===== src/rtl/olrb_pkg.sv =====
`timescale 1ns / 1ps
// Shared types and constants for the overwriting log ring buffer.
// No dependencies; imported by every module of the block.
package olrb_pkg;

  localparam int unsigned DEPTH_DEF = 4096;
  localparam int unsigned FILL_W    = 13;
  localparam int unsigned BYTE_W    = 8;
  localparam int unsigned OP_W      = 2;

  localparam logic [OP_W-1:0] OP_WRITE = 2'd0;
  localparam logic [OP_W-1:0] OP_READ  = 2'd1;
  localparam logic [OP_W-1:0] OP_CLEAR = 2'd2;

  typedef struct packed {
    logic [OP_W-1:0]   operation;
    logic [BYTE_W-1:0] data_byte;
  } in_beat_t;

  typedef struct packed {
    logic [BYTE_W-1:0] read_byte;
    logic              read_valid;
    logic              overwrote_oldest;
    logic [FILL_W-1:0] fill_count;
  } out_beat_t;

  typedef struct packed {
    logic              read_valid;
    logic              overwrote_oldest;
    logic [FILL_W-1:0] fill_count;
  } ctrl_res_t;

endpackage


===== src/rtl/olrb_in_stage.sv =====
`timescale 1ns / 1ps
// Input register stage: captures one beat and hands it to the pointer control.
// Depends on olrb_pkg.
module olrb_in_stage (
  input  logic              clk,
  input  logic              rst_n,
  input  logic              in_valid,
  output logic              in_stall,
  input  olrb_pkg::in_beat_t in_data,
  input  logic              advance,
  output logic              proc,
  output olrb_pkg::in_beat_t beat
);
  import olrb_pkg::*;

  logic     valid_r;
  logic     valid_nxt;
  in_beat_t beat_r;
  logic     take;

  assign in_stall  = valid_r && !advance;
  assign take      = in_valid && !in_stall;
  assign proc      = valid_r && advance;
  assign beat      = beat_r;
  assign valid_nxt = take ? 1'b1 : (proc ? 1'b0 : valid_r);

  always_ff @(posedge clk) begin
    if (!rst_n) begin
      valid_r <= 1'b0;
    end else begin
      valid_r <= valid_nxt;
    end
  end

  always_ff @(posedge clk) begin
    if (take) begin
      beat_r <= in_data;
    end
  end

endmodule


===== config.mk =====
export PLATFORM = sky130hd
export DESIGN_NAME = olrb_in_stage
export DESIGN_NICKNAME = d
export VERILOG_FILES = /design/src/rtl/olrb_pkg.sv /design/src/rtl/olrb_in_stage.sv
export SDC_FILE = /design/constraint.sdc
export NUM_CORES = 1
export LEC_CHECK = 0
export BUFFER_PORTS_ARGS = -buffer_cell sky130_fd_sc_hd__buf_2
export CORE_AREA = 4 4 41 43
export DETAILED_ROUTE_END_ITERATION = 10
export DIE_AREA = 0 0 45 47
export PLACE_DENSITY = 0.61
export SLEW_MARGIN = 5
export SYNTH_ARGS = -nofsm -noshare
export SYNTH_HDL_FRONTEND = slang
export SYNTH_SLANG_ARGS = --single-unit

===== constraint.sdc =====
create_clock -name clk -period 1.35 [get_ports clk]
set_input_delay 0.135 -clock clk [delete_from_list [all_inputs] [get_ports clk]]
set_output_delay 0.135 -clock clk [all_outputs]
set_load 0.02 [all_outputs]

==> summary.md, run 1 <==
| Metric | Value |
|---|---|
| Slew HR | `91.7%` |
| Initial antenna violation count | `0` |
| Via count of the first global-routing pass | `209` |
| Post-CTS Setup Repair Bufs | `0` |
| Synth cell types | `6` |
| WL/cell | `10.1 um` |
| Die area | `2120 um^2` |
| Total CTS buffers | `3` |
| Reg2Reg Depth | `3` |
| Hold Vio Cnt, Final | `0` |
| RSZ-0062 raised after global routing | `no` |
| Clk buf depth | `2` |
| Non-filler cells, final | `60` |
| Synthesized instance count | `15` |
| Critical-path cell list | `nor2b_4 > buf_2` |
| Vias | `218` |
| N_diodes | `0` |
| Total GRT Usage | `6.03%` |
| Slowest-stage cell, CP | `dfxtp_1` |
| Die Wd | `45 um` |
| CP Launch Type | `flip-flop` |
| Total Power | `0.692 mW` |
| Standard-cell rows | `13` |
| Crit path depth | `2` |
| # resized after CTS | `0` |
| Top cell type's share of synthesized area | `84.8%` |
| Max FO, Critical Path | `3` |
| Post-route ant nets | `0` |
| H-tree levels | `1` |
| Drt pass-1 iters | `3` |
| Hold-fix buffers at CTS | `0` |
| Worst hold path type | `primary input to flip-flop` |
| Least-Margin Pin Slew | `125 ps` |
| Critical Path Sink Type | `output port` |
| Final Max Slew Viols | `0` |
| Pre-CTS WS | `346 ps` |
| Synth area leaders | `edfxtp_1 85%, dfxtp_1 5.7%, nor2b_4 3.9%` |
| Reg2reg setup slack | `340 ps` |
| Initial core utilization | `27.2%` |
| Die height | `47 um` |
| Leakage | `0.241 nW` |
| Max cap viols | `0` |
| Worst Path Buf+Inv | `1` |
| Inst Count DP | `56` |
| Hold Slack | `44.9 ps` |
| Clk root buf | `clkbuf_4` |
| DR vias/cell | `3.63` |
| Grt ovf | `0` |
| Detailed router's first-iteration violation count | `8` |
| Worst endpoint required time | `1220 ps` |
| Final GP Congestion | `0.603` |
| Fin crit share | `77.2%` |
| Critical setup path kind | `flip-flop to output port` |
| PD cells | `1300 nW/um^2` |
| Avg Inst Size Synth | `23.6 um^2` |
| CP peak stage delay | `330 ps` |
| Post-synth net total | `29` |
| Fillers | `133` |
| Largest net degree at the start of global routing | `11` |
| Reg-to-Reg End | `beat[9]` |
| Worst-path clk slew | `70 ps` |
| Synth Register Bits | `11` |
| CTS tree | `built` |
| Area leader, netlist | `edfxtp_1` |
| Residual DRC | `0` |
| Final WS setup | `308 ps` |
| F_max | `960 MHz` |
| Layout net count | `60` |
| Yosys warnings | `0` |
| First-pass GRT wire length | `800 um` |
| Worst Hold Launch | `in_data[5]` |
| Final min period | `1040 ps` |
| Worst Hold End | `beat[5]` |
| Layout Skew | `3.94 ps` |
| Syn-to-layout area delta | `50.5%` |
| Crit path arrival time | `910 ps` |
| Delay-heaviest family, CP | `flip-flops` |
| Crit. Startpoint | `valid_r` |
| Core footprint | `1300 um^2` |
| Outcome | `finished, final reports clean` |
| Register area share after synthesis | `90.5%` |
| Total clock sinks | `11` |
| Total negative slack | `0 ps` |
| Worst-skew pair later-pin latency | `260 ps` |
| Io pins | `26` |
| Port buffer count | `25` |
| Mapped Area | `354 um^2` |
| WHS Path Cells | `1` |
| Setup Viol. Count Final | `0` |
| Peak VDD IR | `0.000565 V` |
| Fraction of layout cells with a size suffix above 1 | `68.9%` |
| WL final | `604 um` |
| R2r startpoint | `valid_r` |
[power breakdown]
part / switching, mW / internal [mW] / total (mW)
combinational: 0.0469 / 0.0336 / 0.0804
clock: 0.104 / 0.109 / 0.213
sequential: 0.00405 / 0.394 / 0.399
[per-layer routing]
metal,wire length (um),up-vias,part of all wire [%],track usage [%]
met5,0,-,0,0
met4,0,0,0,5.26
met3,92,0,15,3.83
met2,289,14,48,8.47
met1,221,87,37,6.22
li1,-,117,-,-
[synthesized netlist by cell type]
cell type  number
and2_1          1
dfxtp_1         1
edfxtp_1       10
nor2b_1         1
nor2b_4         1
o21a_1          1
[metrics by stage]
step / cell area, um^2 / utilization (%)
5_1_grt: 533 / 41.0
2_1_floorplan: 354 / -
6_report: 533 / 41.0
3_5_place_dp: 505 / 38.8
4_1_cts: 533 / 41.0
3_3_place_gp: 505 / 38.8
[cells by family (layout without fill, tap and decap cells)]
group	count (synthesis)	in the layout	share of synthesized area (%)
and+or+nand+nor	3	3	7.42
AOI/OAI and AO/OA	1	1	2.12
buffers and inverters	0	30	0
DFF	11	11	90.5
[layout make-up]
type | instances | area (um^2) | area share, %
clock buffers | 3 | 22.5 | 4.23
clock inverters | 1 | 5.00 | 0.939
multi-input cells | 4 | 33.8 | 6.34
flip-flops and latches | 11 | 320 | 60.1
well taps | 15 | 18.8 | 3.52
repair buffers | 26 | 133 | 24.9
[registers in the layout (all words and copies together), names as in the netlist]
name     count
beat        10
valid_r      1
[worst max path at each step]
stage,end,slack [ps]
after floorplan,beat[0],50
after global placement,beat[8],360
after detailed placement,beat[9],350
after CTS,in_stall,290
after global routing,in_stall,240
final,in_stall,310
[layout by cell type, fill, tap and decap left out, drive strengths merged]
| cell | instances |
|---|---|
| edfxtp | 10 |
| clkinv | 1 |
| and2 | 1 |
| o21a | 1 |
| clkbuf | 3 |
| dfxtp | 1 |
| buf | 26 |
| nor2b | 2 |
Power figures use the tool's default switching activity.
==> run 2: changes to the inputs <==
- clock period: 1.35 -> 0.9 ns (I/O delays scaled with it)
==> run 2 against run 1 <==
The run now ends with setup timing left. Die area unchanged. Clock skew down 2.1 ps. First-iteration DRC count down 100%. Cell count up 8.3%. Worst hold slack worse by 36 ps. Count of clock-buffer cells in the layout up 1. Total power up 57%. Critical path type unchanged. Largest cell class unchanged. Highest routed layer is now met4.
==> summary.md, run 2 (same netlist as run 1, synthesis figures left out) <==
| Metric | Value |
|---|---|
| Worst endpoint required time | `810 ps (-410 ps)` |
| Final Max Slew Viols | `0 (unchanged)` |
| Inst Count DP | `56 (unchanged)` |
| Worst-path clk slew | `60 ps (about the same)` |
| Reg2Reg Depth | `3 (unchanged)` |
| Core footprint | `1300 um^2 (unchanged)` |
| Critical-path cell list | `nor2b_4 > buf_6 > buf_6` |
| Clk buf depth | `2 (unchanged)` |
| Met1 wire length | `253 um (+14%)` |
| Largest register FFs | `10 (unchanged)` |
| Leakage | `0.289 nW (+20%)` |
| Layout Skew | `1.86 ps (-2.09 ps)` |
| Clk pwr share | `28.2% (-2.6 points)` |
| Die area | `2120 um^2 (unchanged)` |
| Critical setup path kind | `flip-flop to output port` |
| Metal2 WL | `406 um (+40%)` |
| Fraction of layout cells with a size suffix above 1 | `68.0% (-0.89 points)` |
| Total CTS buffers | `3 (unchanged)` |
| Reg2reg setup slack | `-90 ps (-430 ps)` |
| Io pins | `26 (unchanged)` |
| Layout net count | `65 (+8.3%)` |
| Worst Hold Launch | `in_data[3]` |
| CTS tree | `built` |
| Commonest non-fill, non-tap cell in the layout | `buf_2` |
| CP most frequent cell | `buf_6` |
| Fillers | `126 (-5.3%)` |
| Slowest-stage cell, CP | `dfxtp_2` |
| Routed length on met3 | `69 um (-25%)` |
| Placed instance area | `513 um^2 (+1.5%)` |
| Setup Viol. Count Final | `13 (+13)` |
| Non-filler cells, final | `65 (+8.3%)` |
| Outcome | `finished with violations` |
| Max FO, Critical Path | `2 (-1)` |
| R2r startpoint | `valid_r` |
| Largest net degree at the start of global routing | `11 (unchanged)` |
| Drt pass-1 iters | `1 (-2)` |
| Total clock sinks | `11 (unchanged)` |
| RSZ-0062 raised after global routing | `yes` |
| Least-Margin Pin Slew | `125 ps (+0.721 ps)` |
| CP peak stage delay | `320 ps (about the same)` |
| Total negative slack | `-1080 ps (-1080 ps)` |
| Die Wd | `45 um (unchanged)` |
| Clk root buf | `clkbuf_4` |
| Total GRT Usage | `7.56% (+1.5 points)` |
| First-pass GRT wire length | `1050 um (+31%)` |
| Initial core utilization | `27.2% (unchanged)` |
| Worst Hold End | `beat[3]` |
| Final WS setup | `-157 ps (-465 ps)` |
| Worst-skew pair later-pin latency | `250 ps (about the same)` |
| Standard-cell rows | `13 (unchanged)` |
| WHS Path Cells | `1 (unchanged)` |
| Peak VDD IR | `0.000871 V (+54%)` |
| F_max | `946 MHz` |
| CP Launch Type | `flip-flop` |
| Max cap viols | `0 (unchanged)` |
| Final GP Congestion | `0.579 (-4.0%)` |
| Post-route cell area | `658 um^2 (+23%)` |
| Internal Power | `0.864 mW (+61%)` |
| WL/cell | `11.3 um (+12%)` |
| N_diodes | `0 (unchanged)` |
| Slew HR | `91.6% (about the same)` |
| H-tree levels | `1 (unchanged)` |
| PD cells | `1660 nW/um^2 (+28%)` |
| Vias | `261 (+20%)` |
| Fin crit share | `117%` |
| Switch share | `20.7% (-1.6 points)` |
| Failing checks | `setup timing` |
| Final min period | `1060 ps` |
| Syn-to-layout area delta | `85.9%` |
| NetSw | `0.226 mW (+46%)` |
| DR vias/cell | `4.02 (+11%)` |
| Hold Slack | `8.50 ps (-36.4 ps)` |
| WL final | `736 um (+22%)` |
| Most frequent cells in the layout | `16 x buf_2, 10 x edfxtp_1, 10 x buf_6` |
| Residual DRC | `0 (unchanged)` |
| Flop pwr share | `55.4% (-2.2 points)` |
| Crit path arrival time | `970 ps (+60 ps)` |
| Reg-to-Reg End | `beat[8]` |
| Port buffer count | `25 (unchanged)` |
| Via count of the first global-routing pass | `271 (+30%)` |
| Logic pwr share | `16.4% (+4.8 points)` |
| Die height | `47 um (unchanged)` |
| Hold Vio Cnt, Final | `0 (unchanged)` |
| Post-route ant nets | `0 (unchanged)` |
| Grt ovf | `0 (unchanged)` |
| Worst hold path type | `primary input to flip-flop` |
| Top Layer Used | `met4` |
| Detailed router's first-iteration violation count | `0 (-8)` |
| Initial antenna violation count | `0 (unchanged)` |
| Critical Path Sink Type | `output port` |
[run 2: cell types whose count changed in the layout (fill, tap and decap cells not counted)]
cell	change
buf_12	+1
buf_2	-9
buf_6	+10
clkbuf_1	+1
clkinv_2	-1
dfxtp_1	-1
dfxtp_2	+1
dlygate4sd3_1	+3
nor2b_1	-1
nor2b_4	+1
[run 2: worst max-delay path, delay by kind of cell (launching register included)]
kind	cells	cell delay, ps
and+or+nand+nor	1	170
buffers and inverters	2	220
DFF	1	320
[run 2: what timing repair did]
item / in CTS / in global routing
hold endpoints to repair: 0 / 3
setup buffers: 1 / 1
setup endpoints to repair: 14 / 19
hold buffers: 0 / 3
gates resized for setup: 6 / 14
pin swaps: 0 / 0
[run 2: worst max path at each step]
stage,from,end,cells past startpoint
global placement,valid_r,beat[7],2
global route,valid_r,in_stall,3
detailed placement,valid_r,beat[9],2
finish,valid_r,in_stall,3
floorplan,valid_r,beat[0],2
CTS,valid_r,in_stall,3
[run 2: area by class of cell]
cell class	count	area, um^2	share of cell area (%)
timing repair buffer	31	250	38.0
tap	15	18.8	2.85
sequential	11	322	48.9
multi-input combinational	4	41.3	6.27
clock buffer	4	26.3	3.99
[run 2: per-layer routing]
layer / up-vias / global-route usage (%)
met5: - / 0
met1: 117 / 7.43
met4: 0 / 3.51
met2: 15 / 13.3
li1: 127 / -
met3: 2 / 3.83
[run 2: power by group through the flow]
stage	Combinational [mW]	Sequential [mW]	Clock [mW]
finish	0.179	0.604	0.307
global route	0.190	0.607	0.351
CTS	0.147	0.600	0.323
detailed placement	0.126	0.611	0
global placement	0.124	0.610	0
floorplan	0.0276	0.646	0
[run 2: per-stage QoR]
stage                     power (mW)  util, %  setup WS [ps]
after global placement         0.734     39.4          -92.2
after detailed placement       0.737     39.4           -115
after CTS                       1.07     44.3           -171
after global routing            1.15     50.6           -219
after floorplan                0.673        -          -83.2
final                           1.09     50.6           -157
==> run 3: changes to the inputs <==
- CAP_MARGIN: not set -> 0
- GPL_TIMING_DRIVEN: not set -> 0
==> run 3 against run 2 <==
The run still ends with setup timing left. First-iteration DRC count is 2 higher. Total power is 2.1% lower. Register-to-register slack worse by 20 ps. Sequential power hardly changed. Via count is 3.4% lower. Critical path depth is 1 lower. Count of clock-buffer cells in the layout stayed put. Critical path type is now flip-flop to flip-flop. Critical endpoint is now beat[4].
==> summary.md, run 3 (same netlist as run 1, synthesis figures left out) <==
| Metric | Value |
|---|---|
| Die height | `47 um (unchanged)` |
| Flop pwr share | `56.4% (+1.0 points)` |
| Logic pwr share | `15.0% (-1.4 points)` |
| Total clock sinks | `11 (unchanged)` |
| Commonest non-fill, non-tap cell in the layout | `buf_2` |
| Final Max Slew Viols | `0 (unchanged)` |
| Slew HR | `82.1% (-9.6 points)` |
| RSZ-0062 raised after global routing | `yes` |
| Setup Viol. Count Final | `12 (-1)` |
| Peak VDD IR | `0.000799 V (-8.2%)` |
| N_diodes | `0 (unchanged)` |
| Fillers | `132 (+4.8%)` |
| Port buffer count | `25 (unchanged)` |
| Utilization of the core after routing | `48.6% (-2.0 points)` |
| Largest net degree at the start of global routing | `11 (unchanged)` |
| Fin crit share | `112% (-5.4 points)` |
| Core footprint | `1300 um^2 (unchanged)` |
| Die area | `2120 um^2 (unchanged)` |
| Outcome | `finished with violations` |
| NetSw | `0.219 mW (-3.3%)` |
| Layout Skew | `0.348 ps (-1.51 ps)` |
| F_max | `992 MHz (+4.9%)` |
| Critical Path Sink Type | `flip-flop` |
| Least-Margin Pin Slew | `269 ps (+143 ps)` |
| Max cap viols | `0 (unchanged)` |
| Die Wd | `45 um (unchanged)` |
| Worst endpoint required time | `830 ps (+20 ps)` |
| Hold Vio Cnt, Final | `0 (unchanged)` |
| Io pins | `26 (unchanged)` |
| Switch share | `20.5% (-0.26 points)` |
| Layout net count | `65 (unchanged)` |
| Total negative slack | `-1210 ps (-128 ps)` |
| Residual DRC | `0 (unchanged)` |
| Largest register FFs | `10 (unchanged)` |
| Total CTS buffers | `3 (unchanged)` |
| Failing checks | `setup timing` |
| Worst-skew pair later-pin latency | `250 ps (about the same)` |
| First-pass GRT wire length | `890 um (-15%)` |
| Final WS setup | `-108 ps (+49.0 ps)` |
| Fraction of layout cells with a size suffix above 1 | `62.0% (-6.0 points)` |
| Clk root buf | `clkbuf_4` |
| Post-route ant nets | `0 (unchanged)` |
| Leakage | `0.278 nW (-3.8%)` |
| Crit path arrival time | `940 ps (-30 ps)` |
| Initial antenna violation count | `0 (unchanged)` |
| PD cells | `1690 nW/um^2 (+2.0%)` |
| Drt pass-1 iters | `2 (+1)` |
| Syn-to-layout area delta | `78.4%` |
| Grt ovf | `0 (unchanged)` |
| Via count of the first global-routing pass | `224 (-17%)` |
| Vias | `252 (-3.4%)` |
| Internal Power | `0.849 mW (-1.8%)` |
| Critical setup path kind | `flip-flop to flip-flop` |
| Total Power | `1.07 mW (-2.1%)` |
| H-tree levels | `1 (unchanged)` |
| Final min period | `1010 ps (-49.0 ps)` |
| Worst-path clk slew | `60 ps (about the same)` |
| Worst hold path type | `primary input to flip-flop` |
| DR vias/cell | `3.88 (-3.4%)` |
| Max FO, Critical Path | `10 (+8)` |
| WL/cell | `10.2 um (-10%)` |
| Clk buf depth | `2 (unchanged)` |
| Final GP Congestion | `0.577 (-0.24%)` |
| Standard-cell rows | `13 (unchanged)` |
| CTS tree | `built` |
| Initial core utilization | `27.2% (unchanged)` |
| Detailed router's first-iteration violation count | `2 (+2)` |
| Most frequent cells in the layout | `17 x buf_2, 10 x edfxtp_1, 6 x buf_6` |
| Reg2reg setup slack | `-110 ps (-20 ps)` |
| Total GRT Usage | `6.43% (-1.1 points)` |
| Clk pwr share | `28.6% (+0.4 points)` |
| WL final | `660 um (-10%)` |
| CP Launch Type | `flip-flop` |
## run 3: changes by cell type in the layout (fill, tap and decap cells not counted), sizes merged
cell / delta
dlygate4sd3: +2
buf: -2
## run 3: path summary, 6_finish.rpt
check                               end  depth (start not counted)        from
worst max-delay path            beat[4]                          2     valid_r
worst min-delay path            beat[7]                          1  in_data[7]
worst max register to register  beat[4]                          2     valid_r
worst min register to register  valid_r                          3     valid_r
## run 3: area by class of cell
cell class              count  area, um^2  share of cell area, %
repair buffers             31         225                   35.6
well taps                  15        18.8                   2.97
multi-input cells           4        41.3                   6.53
flip-flops and latches     11         320                   50.7
clock buffers               4        26.3                   4.16
## run 3: per-stage QoR
stage          cell area, um^2  worst slack (ps)  hold WS (ps)  cells
4_1_cts                    537              -124          3.15     59
5_1_grt                    632              -157         0.955     65
6_report                   632              -108          12.3     65
3_5_place_dp               505              -115           268     55
2_1_floorplan              362             -83.2           189     15
3_3_place_gp               505              -114           268     55
## run 3: critical path, stage by stage (launching register included)
cell	delay, ps
dfxtp_1	310
nor2b_4	130
nor2b_4	250
## run 3: per-layer routing
| metal | part of all wire [%] | wire [um] | global-route usage, % | vias up |
|---|---|---|---|---|
| met5 | 0 | 0 | 0 | - |
| met4 | 0.91 | 6 | 5.26 | 0 |
| met3 | 14 | 90 | 2.68 | 2 |
| met2 | 50 | 329 | 9.89 | 15 |
| met1 | 35 | 233 | 6.92 | 108 |
| li1 | - | - | - | 127 |
## run 3: power groups by stage
stage / registers (mW) / logic, mW / clock network, mW
floorplan: 0.646 / 0.0276 / 0
global placement: 0.610 / 0.121 / 0
detailed placement: 0.610 / 0.122 / 0
CTS: 0.598 / 0.125 / 0.319
global route: 0.605 / 0.171 / 0.349
finish: 0.603 / 0.160 / 0.305
## run 3: what timing repair did
item,in CTS,in global routing
hold buffers,0,5
setup endpoints to repair,12,18
endpoints found under the hold margin,0,5
gates resized for setup,2,12
setup buffers,0,1
