===== config.mk =====
export PLATFORM = sky130hd
export DESIGN_NAME = olrb_ptr_ctrl
export DESIGN_NICKNAME = d
export VERILOG_FILES = /design/src/rtl/olrb_pkg.sv /design/src/rtl/olrb_ptr_ctrl.sv
export SDC_FILE = /design/constraint.sdc
export NUM_CORES = 1
export LEC_CHECK = 0
export BUFFER_PORTS_ARGS = -buffer_cell sky130_fd_sc_hd__buf_2
export CAP_MARGIN = 20
export CELL_PAD_IN_SITES_DETAIL_PLACEMENT = 0
export CELL_PAD_IN_SITES_GLOBAL_PLACEMENT = 2
export CORE_MARGIN = 1.5
export CORE_UTILIZATION = 31
export DETAILED_ROUTE_END_ITERATION = 8
export HOLD_SLACK_MARGIN = 0.1
export PLACE_DENSITY_LB_ADDON = 0.1
export SYNTH_ARGS = -nofsm -noshare
export SYNTH_HDL_FRONTEND = slang
export SYNTH_SLANG_ARGS = --single-unit

===== constraint.sdc =====
create_clock -name clk -period 2.7 [get_ports clk]
set_clock_uncertainty 0.05 [all_clocks]
set_input_delay 0.135 -clock clk [delete_from_list [all_inputs] [get_ports clk]]
set_output_delay 0.135 -clock clk [all_outputs]
set_load 0.01 [all_outputs]

===== src/rtl/olrb_pkg.sv =====
`timescale 1ns / 1ps
// Shared types and constants for the overwriting log ring buffer.
// No dependencies; imported by every module of the block.
package olrb_pkg;

  localparam int unsigned DEPTH_DEF = 4096;
  localparam int unsigned FILL_W    = 13;
  localparam int unsigned BYTE_W    = 8;
  localparam int unsigned OP_W      = 2;

  localparam logic [OP_W-1:0] OP_WRITE = 2'd0;
  localparam logic [OP_W-1:0] OP_READ  = 2'd1;
  localparam logic [OP_W-1:0] OP_CLEAR = 2'd2;

  typedef struct packed {
    logic [OP_W-1:0]   operation;
    logic [BYTE_W-1:0] data_byte;
  } in_beat_t;

  typedef struct packed {
    logic [BYTE_W-1:0] read_byte;
    logic              read_valid;
    logic              overwrote_oldest;
    logic [FILL_W-1:0] fill_count;
  } out_beat_t;

  typedef struct packed {
    logic              read_valid;
    logic              overwrote_oldest;
    logic [FILL_W-1:0] fill_count;
  } ctrl_res_t;

endpackage


===== src/rtl/olrb_ptr_ctrl.sv =====
`timescale 1ns / 1ps
// Head, tail and fill count of the ring; issues store accesses and result flags.
// Depends on olrb_pkg.
module olrb_ptr_ctrl #(
  parameter int unsigned DEPTH = olrb_pkg::DEPTH_DEF,
  parameter int unsigned AW    = $clog2(DEPTH),
  parameter int unsigned CW    = $clog2(DEPTH + 1)
) (
  input  logic                        clk,
  input  logic                        rst_n,
  input  logic                        proc,
  input  olrb_pkg::in_beat_t          beat,
  output logic                        mem_we,
  output logic [AW-1:0]               mem_waddr,
  output logic [olrb_pkg::BYTE_W-1:0] mem_wdata,
  output logic                        mem_re,
  output logic [AW-1:0]               mem_raddr,
  output olrb_pkg::ctrl_res_t         res
);
  import olrb_pkg::*;

  logic [AW-1:0] head_r, head_nxt;
  logic [AW-1:0] tail_r, tail_nxt;
  logic [CW-1:0] count_r, count_nxt;
  logic          rv;
  logic          ov;
  logic          full;

  function automatic logic [AW-1:0] wrap_inc(input logic [AW-1:0] idx);
    logic [AW-1:0] res_idx;
    if (idx == AW'(DEPTH - 1)) begin
      res_idx = '0;
    end else begin
      res_idx = idx + 1'b1;
    end
    return res_idx;
  endfunction

  assign full      = (count_r == CW'(DEPTH));
  assign mem_waddr = tail_r;
  assign mem_raddr = head_r;
  assign mem_wdata = beat.data_byte;

  always_comb begin
    head_nxt  = head_r;
    tail_nxt  = tail_r;
    count_nxt = count_r;
    mem_we    = 1'b0;
    mem_re    = 1'b0;
    rv        = 1'b0;
    ov        = 1'b0;
    case (beat.operation)
      OP_WRITE: begin
        mem_we   = proc;
        tail_nxt = wrap_inc(tail_r);
        if (!full) begin
          count_nxt = count_r + 1'b1;
        end else begin
          head_nxt = wrap_inc(tail_r);
          ov       = 1'b1;
        end
      end
      OP_READ: begin
        if (count_r != '0) begin
          mem_re    = proc;
          rv        = 1'b1;
          head_nxt  = wrap_inc(head_r);
          count_nxt = count_r - 1'b1;
        end
      end
      OP_CLEAR: begin
        head_nxt  = '0;
        tail_nxt  = '0;
        count_nxt = '0;
      end
      default: begin
      end
    endcase
  end

  assign res.read_valid       = rv;
  assign res.overwrote_oldest = ov;
  assign res.fill_count       = FILL_W'(count_nxt);

  always_ff @(posedge clk) begin
    if (!rst_n) begin
      head_r  <= '0;
      tail_r  <= '0;
      count_r <= '0;
    end else if (proc) begin
      head_r  <= head_nxt;
      tail_r  <= tail_nxt;
      count_r <= count_nxt;
    end
  end

  a_count_bound: assert property (@(posedge clk) disable iff (!rst_n)
    count_r <= CW'(DEPTH))
    else $error("fill count above depth");

  a_ptr_gap: assert property (@(posedge clk) disable iff (!rst_n)
    (count_r != '0 && count_r != CW'(DEPTH)) |-> (head_r != tail_r))
    else $error("head meets tail while partly filled");

  a_full_write: assert property (@(posedge clk) disable iff (!rst_n)
    (proc && beat.operation == OP_WRITE && full) |=>
      (count_r == CW'(DEPTH) && head_r == tail_r))
    else $error("overwrite lost full state");

  a_empty_read: assert property (@(posedge clk) disable iff (!rst_n)
    (proc && beat.operation == OP_READ && count_r == '0) |=>
      ($stable(head_r) && count_r == '0))
    else $error("read of empty ring moved state");

endmodule


==> results of run 1 <==
-- layout by cell type (no fill, tap or decap), types with 4 or more instances in the layout --
cell type | netlist | routed
a21o_1 | 4 | 4
a21oi_1 | 33 | 33
a22oi_1 | 5 | 5
a31oi_1 | 12 | 11
and2_1 | 5 | 5
and3_1 | 11 | 11
buf_2 | 6 | 45
buf_4 | 11 | 18
clkbuf_8 | 0 | 6
dfxtp_1 | 37 | 36
ha_1 | 8 | 8
inv_1 | 16 | 16
nand2_1 | 41 | 40
nand3_1 | 14 | 14
nand4_1 | 9 | 9
nor2_1 | 37 | 36
nor3_1 | 13 | 13
nor4_1 | 5 | 5
o211ai_1 | 4 | 4
o21ai_0 | 34 | 32
o221a_2 | 5 | 5
o32ai_1 | 4 | 4
or3_1 | 5 | 5
xnor2_1 | 11 | 11
-- cells by family after synthesis --
kind of cell	count (synthesis)	synth area share (%)
compound gates	145	32.1
xor+xnor	12	3.39
fa+ha+maj	8	3.22
buf+inv	60	8.83
flops	37	23.9
mux	4	1.33
simple gates	163	27.3
-- registers in the layout, indices dropped and copies added, names as in the netlist --
register,flops
count_r,13
mem_raddr,12
mem_waddr,12
-- cell usage after synthesis, drive strengths merged, types with 5 or more instances --
| cell | n |
|---|---|
| a21oi | 33 |
| a31oi | 12 |
| or3 | 5 |
| nand2 | 41 |
| inv | 16 |
| xnor2 | 11 |
| nand4 | 9 |
| nor3 | 14 |
| and3 | 11 |
| ha | 8 |
| o221a | 5 |
| clkbuf | 25 |
| nor2 | 37 |
| buf | 18 |
| o21ai | 34 |
| nor4 | 7 |
| a22oi | 5 |
| dfxtp | 37 |
| nand3 | 14 |
| and2 | 5 |
-- metrics by stage --
stage	setup slack (ns)	cells	area (um^2)	hold slack [ns]
floorplan	0.486	429	3100	0.303
global placement	0.277	581	3410	0.220
detailed placement	0.176	581	3410	0.220
CTS	0.0531	589	3510	0.114
global route	-0.00370	590	3570	0.131
finish	0.104	590	3570	0.119
-- layer usage --
| metal | part of all wire [%] | up-vias |
|---|---|---|
| li1 | - | 1656 |
| met1 | 52 | 1655 |
| met2 | 42 | 94 |
| met3 | 4.6 | 10 |
| met4 | 1.3 | 0 |
| met5 | 0 | - |
-- critical path: stages (launching register included) --
cell and delay [ns]:
dfxtp_1 0.32, buf_4 0.15, or4_4 0.61, a311oi_4 0.36, mux2i_1 0.16, a2111oi_2 0.28
a21oi_1 0.07, buf_2 0.15
-- power groups by stage --
stage / logic [mW] / clock network [mW] / registers [mW]
floorplan: 0.250 / 0 / 0.593
global placement: 0.349 / 0 / 0.600
detailed placement: 0.345 / 0 / 0.601
CTS: 0.346 / 0.467 / 0.588
global route: 0.412 / 0.484 / 0.593
finish: 0.375 / 0.452 / 0.590
-- path summary, 6_finish.rpt --
check                  end  slack, ns
max                 res[9]       0.10
min            count_r[11]       0.12
max reg2reg   mem_raddr[0]       0.30
min reg2reg  mem_waddr[11]       0.49
-- final cells by class --
| type | count | area [um^2] | area share (%) |
|---|---|---|---|
| Inverter | 17 | 63.8 | 1.79 |
| Timing Repair Buffer | 63 | 360 | 10.1 |
| Clock inverter | 2 | 13.8 | 0.385 |
| Multi-Input combinational cell | 332 | 2150 | 60.0 |
| Clock buffer | 6 | 82.6 | 2.31 |
| Tap cell | 133 | 166 | 4.66 |
| Sequential cell | 37 | 742 | 20.8 |
-- what timing repair did --
item | CTS | global route
resized for setup | 0 | 13
endpoints found under the setup margin | 0 | 17
buffers inserted | 0 | 1
==> metrics.md, run 1 <==
| Metric | Value |
|---|---|
| Share of cells above drive strength 1 | `between 20 and 25%` |
| Final period util | `a little under 100%` |
| Area Growth Syn to Fin | `15.2%` |
| Yosys top cell area share | `23.9%` |
| Met2 GRT Util | `28.7%` |
| Die H | `103 um` |
| Synth area leaders | `dfxtp_1, o21ai_0, a21oi_1` |
| Port Buffers | `45` |
| Fin util | `a little under two fifths` |
| Syn Area/Cell | `just over 7 um^2` |
| Clock sinks | `37` |
| Crit path max fanout | `7` |
| Met3 global-route usage | `2.78%` |
| Ys async rst share | `0%` |
| Num CTS Buffers | `5` |
| Hold path startpoint | `rst_n` |
| Maxcap violations | `0` |
| Max Fclk | `~0.39 GHz` |
| Type of the worst min-delay path | `in -> reg` |
| Global route overflow | `0` |
| CP Data Required Time | `around 2.5 ns` |
| Sum Neg Setup Slack | `0 ns` |
| Critical path launch point type | `flip-flop` |
| Post-detailed-route count of antenna-violating nets | `0` |
| Final setup fails | `0` |
| Residual DRC | `0` |
| RSZ-0062 raised after global routing | `true` |
| Met1 usage | `32.6%` |
| Hold path depth | `3` |
| # fillers | `about 1100` |
| Least-Margin Pin Slew | `around 0.64 ns` |
| Worst slew margin | `a little under three fifths` |
| Register share of total power | `between 40% and 50%` |
| CTS hold repair buffers | `0` |
| Syn Nets | `450` |
| FF-to-FF path depth | `7` |
| Iteration-0 DRC Markers | `about 160` |
| Final Hold Fails | `0` |
| Switching power | `about 0.50 mW` |
| DR WL/cell | `about 18 um` |
| TritonCTS clock tree | `built` |
| Yosys Warn Count | `0` |
| Fin crit period | `roughly 2.6 ns` |
| Most used routing layer | `met1` |
| Routability cong. | `between 0.8 and 0.9` |
| CP endpoint kind | `primary output` |
| Power Density | `roughly 400 nW/um^2` |
| Post-Syn Area | `around 3100 um^2` |
| Vias in the first global route | `~3000` |
| Core ar. | `just under 10000 um^2` |
| Register bit total from synthesis | `37` |
| Antenna diodes | `0` |
| H-tree Lvls | `2` |
| Library cells used by synthesis | `66` |
| I/O pin cnt | `62` |
| Status | `finished, final reports clean` |
| Clock Root Buffer | `clkbuf_8` |
| Leakage power | `~1.4 nW` |
| Total GRT Usage | `20.6%` |
| Largest net degree at the start of global routing | `24` |
| Comb pwr share | `between 20% and 30%` |
| Clock Pin Slew Worst Setup and Hold Paths | `about 0.090 ns` |
| Pwr Total | `around 1.4 mW` |
| Total Nets Final | `roughly 480` |
| Routed wire length | `between 10000 and 15000 um` |
| Cell taking the most area after synthesis | `dfxtp_1` |
| Worst Path Arrival | `around 2.4 ns` |
| CTS max path bufs | `2` |
| Cell internal pwr | `slightly above 0.9 mW` |
| Crit Path Class | `reg -> out` |
| Maximum VDD drop | `~190 uV` |
| Slew Viols, Final | `0` |
| Power share of the clock group | `31.9%` |
| First-pass GRT wire length | `approximately 17000 um` |
| Vias | `3415` |
| Worst reg2reg startpoint | `count_r[0]` |
| First-pass DRT Iterations | `4` |
| Worst-Skew Late Latency | `slightly above 0.3 ns` |
| Vias/cell | `just under 6` |
| Starting Density | `about a third` |
| Worst setup startpoint | `count_r[0]` |
| EDFF count, synth | `0` |
| Post-synthesis sequential area ratio | `around a quarter` |
| Net Sw Frac | `between 30% and 40%` |
| Gate count after technology mapping | `around 430` |
| Row cnt | `36` |
| Initial antenna violation count | `0` |
| Die area | `about 11000 um^2` |
| Top FF cell, synth | `dfxtp_1` |
| HPWL after DPL | `between 7000 and 8000 um` |
| Die width | `roughly 100 um` |
(Power assumes the default switching activity.)
==> run 2: changes to the inputs <==
==> constraint.sdc (replaced) <==
create_clock -name clk -period 2.7 [get_ports clk]
set_clock_uncertainty 0.05 [all_clocks]
set_input_delay 0.135 -clock clk [delete_from_list [all_inputs] [get_ports clk]]
set_output_delay 0.135 -clock clk [all_outputs]
set_load 0.02 [all_outputs]
==> run 2 against run 1 <==
Global-route usage is 0.30 points lower. Count of clock-buffer cells in the layout unchanged. Sequential power about the same. Largest cell class unchanged. Via count is 2.5% lower. Utilization up 0.27 points. Non-clock buffer count grew 3. Largest power group unchanged. Maximum frequency is 0.76% lower. Critical endpoint unchanged. Clock power up 21%. Power up 7.4%. Critical path depth shrank 1. Worst setup slack worse by 0.020 ns.
==> metrics.md, run 2 (synthesis gave the netlist of run 1 again) <==
| Metric | Value |
|---|---|
| Status | `finished, final reports clean (unchanged)` |
| RSZ-0062 raised after global routing | `true (unchanged)` |
| Crit Path Class | `reg -> out (unchanged)` |
| Clock Pin Slew Worst Setup and Hold Paths | `0.09 ns (about the same)` |
| Total GRT Usage | `20.3% (was 20.6%)` |
| Largest net degree at the start of global routing | `30 (was 24)` |
| Dpl cell area | `3430 um^2 (was 3410 um^2)` |
| Post-Layout Inst Area | `3600 um^2 (was 3570 um^2)` |
| CP max-delay cell | `or4_4 (unchanged)` |
| Antenna diodes | `0 (unchanged)` |
| Iteration-0 DRC Markers | `202 (was 158)` |
| H-tree Lvls | `2 (unchanged)` |
| Leakage power | `1.38 nW (was 1.36 nW)` |
| Core ar. | `9730 um^2 (unchanged)` |
| First-pass DRT Iterations | `4 (unchanged)` |
| Clock Root Buffer | `clkbuf_8 (unchanged)` |
| Register with the most flip-flops | `count_r (unchanged)` |
| Commonest cells after routing, fill and taps aside | `buf_2, nand2_1, nor2_1, dfxtp_1, o21ai_0 (was buf_2, nand2_1, nor2_1, dfxtp_1, a21oi_1)` |
| Fin crit period | `2.62 ns (was 2.60 ns)` |
| Residual DRC | `0 (unchanged)` |
| Initial antenna violation count | `0 (unchanged)` |
| Vias | `3330 (was 3415)` |
| Worst Path Arrival | `2.43 ns (was 2.41 ns)` |
| Die width | `103 um (unchanged)` |
| Critical path launch point type | `flip-flop (unchanged)` |
| Vias in the first global route | `3047 (was 3046)` |
| Commonest non-fill, non-tap cell in the layout | `buf_2 (unchanged)` |
| Worst-Skew Late Latency | `0.30 ns (was 0.31 ns)` |
| Die H | `103 um (unchanged)` |
| Post-detailed-route count of antenna-violating nets | `0 (unchanged)` |
| Reg2Reg Capture Point | `mem_raddr[0] (unchanged)` |
| Pwr Total | `1.52 mW (was 1.42 mW)` |
| Hold path depth | `2 (was 3)` |
| I/O pin cnt | `62 (unchanged)` |
| Maximum VDD drop | `167 uV (was 186 uV)` |
| Final Hold Fails | `0 (unchanged)` |
| CP Data Required Time | `2.52 ns (about the same)` |
| Starting Density | `31.9% (unchanged)` |
| Slew Viols, Final | `0 (unchanged)` |
| Hold path startpoint | `proc (was rst_n)` |
| Least-Margin Pin Slew | `0.682 ns (was 0.645 ns)` |
| Area Growth Syn to Fin | `16.0% (was 15.2%)` |
| Maxcap violations | `0 (unchanged)` |
| Clock sinks | `37 (unchanged)` |
| Port Buffers | `45 (unchanged)` |
| Vias/cell | `5.62 (was 5.79)` |
| Routed wire length | `10700 um (about the same)` |
| Final period util | `96.9% (was 96.1%)` |
| Die area | `10600 um^2 (unchanged)` |
| FF-to-FF path depth | `7 (unchanged)` |
| First-pass GRT wire length | `16800 um (was 16700 um)` |
| Worst slew margin | `54.4% (was 56.8%)` |
| Total Nets Final | `480 (was 477)` |
| Max Fclk | `0.382 GHz (was 0.385 GHz)` |
| Worst reg2reg setup slack | `0.27 ns (was 0.30 ns)` |
| Largest register FFs | `13 (unchanged)` |
| Share of cells above drive strength 1 | `21.3% (was 20.8%)` |
| Placement Setup Slack | `0.0864 ns (was 0.176 ns)` |
| CTS max path bufs | `2 (unchanged)` |
| Final setup fails | `0 (unchanged)` |
| Type of the worst min-delay path | `in -> reg (unchanged)` |
| Power Density | `422 nW/um^2 (was 396 nW/um^2)` |
| Power share of the clock group | `35.9% (was 31.9%)` |
| Routability cong. | `0.836 (about the same)` |
| Register share of total power | `38.7% (was 41.6%)` |
| Comb pwr share | `25.4% (was 26.5%)` |
| HPWL after DPL | `7790 um (was 7660 um)` |
| Post-route setup slack | `0.0846 ns (was 0.104 ns)` |
| Row cnt | `36 (unchanged)` |
| Crit path cell chain | `or4_4 > a311oi_2 > mux2i_1 > a2111oi_1 > a21oi_1 > buf_2 (was buf_4 > or4_4 > a311oi_4 > mux2i_1 > a2111oi_2 > a21oi_1 > buf_2)` |
| Crit path largest cell delay | `0.60 ns (was 0.61 ns)` |
| Worst reg2reg startpoint | `count_r[0] (unchanged)` |
| TritonCTS clock tree | `built (unchanged)` |
| Switching power | `0.515 mW (was 0.501 mW)` |
| Global route overflow | `0 (unchanged)` |
| Crit path max fanout | `8 (was 7)` |
| WHS Endpoint | `count_r[1] (was count_r[11])` |
| Cell internal pwr | `1.01 mW (was 0.916 mW)` |
| CP endpoint kind | `primary output (unchanged)` |
| Num CTS Buffers | `5 (unchanged)` |
| Net Sw Frac | `33.8% (was 35.4%)` |
| DR WL/cell | `18.1 um (about the same)` |
-- run 2: cell count changes in the layout (fill, tap and decap cells not counted), sizes merged --
cell / delta
dlygate4sd3: +1
clkinv: -2
clkinvlp: +1
buf: +2
bufinv: +1
-- run 2: cell type report --
cell class	count	area, um^2
clock buffers	6	82.6
fillers	1090	6130
well taps	133	166
repair buffers	66	385
inverters	17	63.8
flip-flops and latches	37	743
clock inverters	2	37.5
multi-input cells	332	2120
-- run 2: worst max-delay path: cells and delay by family, from the launching register on --
family          cells  cell delay [ns]
compound gates      3             0.83
mux                 1             0.16
flops               1             0.38
buf+inv             1             0.17
simple gates        1             0.60
-- run 2: metrics by stage --
step	std cells	hold WS (ns)	TNS, ns	util, %
2_1_floorplan	429	0.303	0	-
3_3_place_gp	583	0.220	0	35.2
3_5_place_dp	583	0.220	0	35.2
4_1_cts	592	0.161	0	36.8
5_1_grt	593	0.199	-0.122	37.0
6_report	593	0.144	0	37.0
-- run 2: worst max-delay path by stage --
stage	start	to	depth (start not counted)
floorplan	count_r[0]	res[8]	6
global placement	count_r[0]	mem_raddr[0]	7
detailed placement	count_r[0]	mem_raddr[0]	7
CTS	count_r[0]	res[11]	8
global route	count_r[0]	res[1]	10
finish	count_r[0]	res[9]	6
-- run 2: what timing repair did --
| item | 4_1_cts | 5_1_grt |
|---|---|---|
| hold endpoints to repair | 1 | 0 |
| setup endpoints to repair | 10 | 12 |
| buffers inserted | 0 | 1 |
| resized for setup | 4 | 6 |
| hold buffers | 1 | 0 |
| pin swaps | 0 | 2 |
-- run 2: power groups by stage --
stage                     Clock [mW]  Sequential (mW)  Combinational, mW
after floorplan                    0            0.599              0.269
after global placement             0            0.599              0.367
after detailed placement           0            0.600              0.366
after CTS                      0.552            0.588              0.376
after global routing           0.574            0.592              0.425
final                          0.546            0.589              0.386
-- run 2: metal layers --
layer	global-route usage, %	up-vias	routed length (um)
met1	32.0	1583	5600
li1	-	1657	-
met2	29.4	88	4420
met3	2.64	2	652
met5	0	-	0
met4	3.43	0	40
==> run 3: changes to the inputs <==
--- a/config.mk
+++ b/config.mk
@@ -5,13 +5,13 @@
 export SDC_FILE = /design/constraint.sdc
 export NUM_CORES = 1
 export LEC_CHECK = 0
-export BUFFER_PORTS_ARGS = -buffer_cell sky130_fd_sc_hd__buf_2
 export CAP_MARGIN = 20
 export CELL_PAD_IN_SITES_DETAIL_PLACEMENT = 0
 export CELL_PAD_IN_SITES_GLOBAL_PLACEMENT = 2
 export CORE_MARGIN = 1.5
-export CORE_UTILIZATION = 31
+export CORE_UTILIZATION = 36
 export DETAILED_ROUTE_END_ITERATION = 8
+export DONT_BUFFER_PORTS = 1
 export HOLD_SLACK_MARGIN = 0.1
 export PLACE_DENSITY_LB_ADDON = 0.1
 export SYNTH_ARGS = -nofsm -noshare
==> run 3 against run 2 <==
Cell area decreased by 4.9%. Register-to-register slack improved by 0.10 ns. Sequential share of layout area increased by 0.99 points. Wire length down 3.8%. Die area shrank 14%. Global-route usage is 3.0 points higher. Sequential power about the same. Clock power fell by 0.9%. Largest power group unchanged.
==> metrics.md, run 3 (synthesis gave the netlist of run 1 again) <==
| Metric | Value |
|---|---|
| Status | `finished, final reports clean (unchanged)` |
| Antenna diodes | `0 (unchanged)` |
| Crit Path Class | `reg -> out (unchanged)` |
| Initial antenna violation count | `0 (unchanged)` |
| Vias/cell | `6.14 (was 5.62)` |
| Share of cells above drive strength 1 | `14.6% (was 21.3%)` |
| Clock Root Buffer | `clkbuf_8 (unchanged)` |
| Clock Pin Slew Worst Setup and Hold Paths | `0.09 ns (about the same)` |
| Power Density | `436 nW/um^2 (was 422 nW/um^2)` |
| RSZ-0062 raised after global routing | `true (unchanged)` |
| First-pass GRT wire length | `16500 um (was 16800 um)` |
| Port Buffers | `0 (was 45)` |
| Least-Margin Pin Slew | `0.951 ns (was 0.682 ns)` |
| Pwr Total | `1.49 mW (was 1.52 mW)` |
| Vias in the first global route | `3017 (was 3047)` |
| Final period util | `99.3% (was 96.9%)` |
| Total Nets Final | `445 (was 480)` |
| Routability cong. | `0.848 (was 0.836)` |
| Clock sinks | `37 (unchanged)` |
| Fin crit period | `2.68 ns (was 2.62 ns)` |
| Area Growth Syn to Fin | `10.3% (was 16.0%)` |
| Worst slew margin | `36.4% (was 54.4%)` |
| Critical path launch point type | `flip-flop (unchanged)` |
| Die H | `95.9 um (was 103 um)` |
| Crit path max fanout | `6 (was 8)` |
| CP endpoint kind | `primary output (unchanged)` |
| Die width | `95.9 um (was 103 um)` |
| Hold WS | `0.119 ns (was 0.144 ns)` |
| Finished Layout Cells | `530 (was 593)` |
| Commonest cells after routing, fill and taps aside | `nand2_1, nor2_1, dfxtp_1, o21ai_0, a21oi_1 (was buf_2, nand2_1, nor2_1, dfxtp_1, o21ai_0)` |
| Final Hold Fails | `0 (unchanged)` |
| Post-detailed-route count of antenna-violating nets | `0 (unchanged)` |
| Row cnt | `33 (was 36)` |
| Slew Viols, Final | `0 (unchanged)` |
| Total GRT Usage | `23.3% (was 20.3%)` |
| Die area | `9190 um^2 (was 10600 um^2)` |
| I/O pin cnt | `62 (unchanged)` |
| Commonest non-fill, non-tap cell in the layout | `nand2_1 (was buf_2)` |
| Maxcap violations | `0 (unchanged)` |
| Largest net degree at the start of global routing | `30 (unchanged)` |
| CTS max path bufs | `2 (unchanged)` |
| Num CTS Buffers | `5 (unchanged)` |
| Starting Density | `37.4% (was 31.9%)` |
| Largest register FFs | `13 (unchanged)` |
| Routed wire length | `10300 um (was 10700 um)` |
| Final setup fails | `0 (unchanged)` |
| # fillers | `897 (was 1090)` |
| Core ar. | `8300 um^2 (was 9730 um^2)` |
| Global route overflow | `0 (unchanged)` |
| First-pass DRT Iterations | `4 (unchanged)` |
| Vias | `3254 (was 3330)` |
| CP Data Required Time | `2.52 ns (about the same)` |
| Type of the worst min-delay path | `in -> reg (unchanged)` |
| Worst Path Arrival | `2.49 ns (was 2.43 ns)` |
| Leakage power | `1.19 nW (was 1.38 nW)` |
| Max Fclk | `0.373 GHz (was 0.382 GHz)` |
| Residual DRC | `0 (unchanged)` |
| H-tree Lvls | `2 (unchanged)` |
| Register with the most flip-flops | `count_r (unchanged)` |
| Iteration-0 DRC Markers | `208 (was 202)` |
| TritonCTS clock tree | `built (unchanged)` |
| Worst-Skew Late Latency | `0.30 ns (about the same)` |
| DR WL/cell | `19.5 um (was 18.1 um)` |
| HPWL after DPL | `7290 um (was 7790 um)` |
| Maximum VDD drop | `184 uV (was 167 uV)` |
| Placed cells | `520 (was 583)` |
run 3: final timing paths:
kind                        end        start  slack (ns)  depth (start not counted)
setup / recovery         res[8]   count_r[0]        0.02                          8
hold / removal    mem_waddr[10]         proc        0.12                          4
setup reg to reg   mem_raddr[0]   count_r[0]        0.37                          7
hold reg to reg     count_r[11]  count_r[11]        0.55                          2
run 3: layout make-up:
cell class | instances | area [um^2] | area share [%]
Sequential cell | 37 | 741 | 21.6
Clock inverter | 2 | 37.5 | 1.10
Inverter | 17 | 63.8 | 1.86
Clock buffer | 6 | 82.6 | 2.41
Tap cell | 105 | 131 | 3.84
Timing Repair Buffer | 31 | 238 | 6.94
Multi-Input combinational cell | 332 | 2130 | 62.2
run 3: critical path, stage by stage, from the launching register on:
cell	delay, ns
dfxtp_1	0.32
inv_1	0.18
ha_1	0.24
or3b_2	0.50
a211oi_2	0.35
o22ai_1	0.18
o21ai_0	0.18
o31ai_1	0.09
buf_4	0.16
run 3: where the power goes:
group | internal [mW] | switching, mW
logic | 0.133 | 0.230
registers | 0.560 | 0.0289
clock network | 0.301 | 0.240
total | 0.995 | 0.498
run 3: timing repair:
item                                    4_1_cts  5_1_grt
resized for setup                             0        9
buffers inserted                              0        0
endpoints found under the setup margin        0       18
hold buffers                                  2        0
endpoints found under the hold margin        23        0
run 3: stage by stage:
step	utilization [%]	instance area [um^2]	setup WS [ns]	TNS (ns)
after floorplan	-	3100	0.408	0
after global placement	39.1	3240	0.291	0
after detailed placement	39.1	3240	0.206	0
after CTS	40.8	3380	0.0368	0
after global routing	41.3	3420	-0.0903	-0.511
final	41.3	3420	0.0202	0
run 3: metal layers:
layer  up-vias  wire length (um)  track usage, %
met1      1571              5350            35.9
met3         8               598            4.03
li1       1591                 -               -
met4         0                89            4.90
met2        84              4270            33.3
met5         -                 0               0
